### src/rtl/sai_pkg.sv
package sai_pkg;

  localparam int DEPTH_DEF      = 128;
  localparam int VALUE_BITS_DEF = 32;
  localparam int CFG_BITS       = 8;
  localparam int OP_BITS        = 2;
  localparam int STATUS_BITS    = 2;

  localparam logic [OP_BITS-1:0] OP_INSERT = 2'd0;
  localparam logic [OP_BITS-1:0] OP_DELETE = 2'd1;
  localparam logic [OP_BITS-1:0] OP_REFILL = 2'd2;

  localparam logic [STATUS_BITS-1:0] STAT_DONE     = 2'd0;
  localparam logic [STATUS_BITS-1:0] STAT_FULL     = 2'd1;
  localparam logic [STATUS_BITS-1:0] STAT_NOTFOUND = 2'd2;

  typedef enum logic [1:0] {
    S_IDLE,
    S_CMP,
    S_APPLY
  } state_t;

  typedef enum logic [1:0] {
    ACT_HOLD,
    ACT_INSERT,
    ACT_DELETE,
    ACT_REFILL
  } act_t;

  typedef struct packed {
    logic cmp;
    logic incl_eq;
    act_t act;
  } cell_ctl_t;

endpackage

### src/rtl/sai_cell.sv
module sai_cell #(
  parameter int VALUE_BITS = sai_pkg::VALUE_BITS_DEF,
  parameter int CW         = 8,
  parameter int IDX        = 0
) (
  input  logic                  clk,
  input  sai_pkg::cell_ctl_t    ctl,
  input  logic [VALUE_BITS-1:0] operand,
  input  logic [CW-1:0]         count,
  input  logic [VALUE_BITS-1:0] left_val,
  input  logic                  left_pre,
  input  logic [VALUE_BITS-1:0] right_val,
  output logic [VALUE_BITS-1:0] val,
  output logic                  pre,
  output logic                  eq
);

  localparam logic [CW-1:0]         IdxC      = CW'(IDX);
  localparam logic [VALUE_BITS-1:0] RefillVal = VALUE_BITS'(IDX + 1);

  logic [VALUE_BITS-1:0] val_r, val_nxt;
  logic                  pre_r, eq_r;
  logic                  valid;
  logic                  pre_nxt;

  assign valid = IdxC < count;

  always_comb begin
    if (ctl.incl_eq) begin
      pre_nxt = valid && ($signed(val_r) <= $signed(operand));
    end else begin
      pre_nxt = valid && ($signed(val_r) < $signed(operand));
    end
  end

  always_comb begin
    val_nxt = val_r;
    unique case (ctl.act)
      sai_pkg::ACT_HOLD: begin
        val_nxt = val_r;
      end
      sai_pkg::ACT_INSERT: begin
        if (!pre_r) begin
          val_nxt = left_pre ? operand : left_val;
        end
      end
      sai_pkg::ACT_DELETE: begin
        if (!pre_r) begin
          val_nxt = right_val;
        end
      end
      sai_pkg::ACT_REFILL: begin
        val_nxt = RefillVal;
      end
      default: begin
        val_nxt = val_r;
      end
    endcase
  end

  always_ff @(posedge clk) begin
    val_r <= val_nxt;
    if (ctl.cmp) begin
      pre_r <= pre_nxt;
      eq_r  <= valid && (val_r == operand);
    end
  end

  assign val = val_r;
  assign pre = pre_r;
  assign eq  = eq_r;

endmodule

### config.mk
export PLATFORM = sky130hd
export DESIGN_NAME = sai_cell
export DESIGN_NICKNAME = d
export VERILOG_FILES = /design/src/rtl/sai_pkg.sv /design/src/rtl/sai_cell.sv
export SDC_FILE = /design/constraint.sdc
export NUM_CORES = 1
export LEC_CHECK = 0
export BUFFER_PORTS_ARGS = -buffer_cell sky130_fd_sc_hd__buf_2
export CAP_MARGIN = 20
export CORE_ASPECT_RATIO = 1.75
export CORE_MARGIN = 4
export CORE_UTILIZATION = 35
export CTS_CLUSTER_DIAMETER = 100
export CTS_CLUSTER_SIZE = 8
export DETAILED_ROUTE_END_ITERATION = 10
export HOLD_SLACK_MARGIN = 0.12
export PLACE_DENSITY = 0.66
export SYNTH_ARGS = -nofsm -noshare
export SYNTH_HDL_FRONTEND = slang
export SYNTH_SLANG_ARGS = --single-unit
### constraint.sdc
create_clock -name clk -period 5.04 [get_ports clk]
set_clock_uncertainty 0.05 [all_clocks]
set_input_delay 1.008 -clock clk [delete_from_list [all_inputs] [get_ports clk]]
set_output_delay 1.008 -clock clk [all_outputs]
set_load 0.03 [all_outputs]
==> impl_metrics.tcl <==
set metrics [dict create \
    async_reset_ff_frac 0 \
    drtPass1Iterations 4 \
    cp-start-kind "input port" \
    nNetsFinal 547 \
    ys_seq_area_frac 0.400 \
    grt_start_max_net_pins 35 \
    tns_ns 0 \
    antenna_found_initial 0 \
    synthCells 265 \
    core_mm2 0.00718 \
    die-area_mm2 0.00878 \
    finalPower_uw 978 \
    grt_pass1_vias 2483 \
    drv_cap 0 \
    required_ns 5.01 \
    critPathMaxStageDelay_ns 0.62 \
    drc_errors 0 \
    fp.dieH_um 121 \
    clk_pin_slew_ns 0.05 \
    p_per_area_mw_per_mm2 281 \
    hold_end "pre$_DFFE_PP_" \
    hpwl_mm 5.78 \
    drt-total-wl_mm 7.10 \
    num_vias 2417 \
    rsz0062_at_grt "no" \
    rows 41 \
    cts.repair.resized 0 \
    start_util 0.355 \
    synth_edf_count 34 \
    grt_usage 0.163 \
    htreeDepth 2 \
    grt_first_pass_wirelength_mm 11.1 \
    drv_slew 0 \
    fin_area_mm2 0.00348 \
    post_cts_buffers 0 \
    worstPathArrival_ns 2.66 \
    max-vdd-ir-drop_v 0.000147 \
    diodes 0 \
    crit_fanout 4 \
    crit_slowest_cell "nor4_1" \
    areaGrowthSynthToFinish_pct 36.3 \
    r2r-start "val[29]$_DFFE_PP_" \
    ys_ff_latch 34 \
    p_leak_uw 0.00182 \
    clk_latency_ns 0.27 \
    pin_count 144 \
    r2r-end "pre$_DFFE_PP_" \
    setup_viol 0 \
    critPathLaunch "operand[26]" \
    syn_avg_cell_area_um2 9.63 \
    path_buf_inv 2 \
    die-width_um 72.6 \
    r2r_cells 6 \
    synth_fp_nets 407 \
    numCtsBuffers 5 \
    place_area_mm2 0.00334 \
    timing.hold.worst.class "reg -> reg" \
    drtIter0Drc 63 \
    synth_top_cell_area_share 0.400 \
    finalHoldViolations 0 \
    viasPerCell 4.91 \
    holdCritStartpoint "val[15]$_DFFE_PP_" \
    fmax_mhz 372 \
    synth_top_area_cell "edfxtp_1" \
    status "complete, no violations" \
    worstMarginPinSlew_ns 0.971 \
    critical-path-top-delay-family "simple AND/OR/NAND/NOR gates" \
    antenna_left 0 \
    synth_area_leaders "edfxtp_1, ha_1, mux2i_1" \
    ys_types 28 \
    place_congestion 0.790 \
    drive_above_1_share 0.384 \
    period_share 0.533 \
    synth_area_mm2 0.00255 \
    cts.hold.buffers_added 0 \
    cts_buffer_depth 2 \
    root_buffer "clkbuf_16" \
    clkSinkCount 34 \
    timing.slew.headroom 0.353 \
    cts_tree "done" \
    grt-ovfl-total 0 \
    port_buffers 143 \
    holdPathStages 4 \
    crit_chain "buf_2, inv_1, ha_1, nand4_1, nor4_1, nor3b_1, a2111o_1, a21boi_2" \
    min_period_ns 2.69 \
    yosysWarnings 0 \
    wl_per_cell_um 14.4 \
    rrSetupSlack_ns 2.78 \
    synthFlopType "edfxtp_1" \
    critical_path_class "in -> reg" \
    crit_path_end_kind "flop" \
    synth_top_cells_by_count "inv_1, nand2_1, edfxtp_1, o21ai_0, ha_1" \
]
worst max-delay path by stage:
stage / slack (ns) / to / cells after the start
after global placement: 2.19 / pre$_DFFE_PP_ / 8
after floorplan: 2.43 / pre$_DFFE_PP_ / 8
after CTS: 2.40 / pre$_DFFE_PP_ / 8
after detailed placement: 2.11 / pre$_DFFE_PP_ / 8
final: 2.35 / pre$_DFFE_PP_ / 8
after global routing: 2.15 / pre$_DFFE_PP_ / 8
sequential cells by signal (all words and copies together) (netlist names):
register / count
eq: 1
pre: 1
val: 32
worst reg2reg max path, stage by stage (launching register included):
cell      delay [ns]
edfxtp_1        0.42
ha_1            0.32
nand4_1         0.14
nor4_1          0.63
nor3b_1         0.26
a2111o_1        0.14
a21boi_2        0.05
report_power, final:
part	switching (uW)	internal (uW)
clock	109	180
combinational	191	118
sequential	19.1	359
layout make-up:
type	count	area [um2]
well taps	86	108
fillers	693	3700
flip-flops and latches	34	1020
multi-input cells	183	1350
clock inverters	2	8.76
inverters	37	139
repair buffers	144	723
clock buffers	6	129
cell usage in the layout (no fill, tap or decap), types with 2 or more instances in the layout:
cell	netlist	routed
ha_1	32	32
inv_1	37	37
nand3_1	3	3
mux2i_1	31	31
edfxtp_1	34	34
buf_2	3	143
a211oi_1	2	2
a21oi_1	15	15
nand2_1	37	37
nor4_1	4	4
clkbuf_16	0	5
o21ai_1	2	2
o21ai_0	34	34
nand4_1	8	8
per-stage QoR:
stage / std cells / hold slack (ns) / utilization / setup WS (ns)
after floorplan: 265 / 1.07 / - / 2.43
after global placement: 484 / 0.876 / 0.465 / 2.19
after detailed placement: 484 / 0.892 / 0.465 / 2.11
after CTS: 492 / 0.896 / 0.484 / 2.40
after global routing: 492 / 0.905 / 0.484 / 2.15
final: 492 / 0.891 / 0.484 / 2.35
kinds of logic (layout without fill, tap and decap cells):
kind of cell / count (synthesis) / in the layout / share of synthesized area
compound gates: 60 / 60 / 0.134
fa+ha+maj: 33 / 33 / 0.161
buf+inv: 48 / 189 / 0.0721
flops: 34 / 34 / 0.400
mux: 31 / 31 / 0.122
simple gates: 59 / 59 / 0.112
per-layer routing:
| metal | up-vias | routed length, um | track usage |
|---|---|---|---|
| met5 | - | 0 | 0 |
| met3 | 6 | 577 | 0.0315 |
| met4 | 0 | 75 | 0.0416 |
| met2 | 98 | 3980 | 0.326 |
| li1 | 1235 | - | - |
| met1 | 1078 | 2470 | 0.163 |
Power figures use the tool's default switching activity.
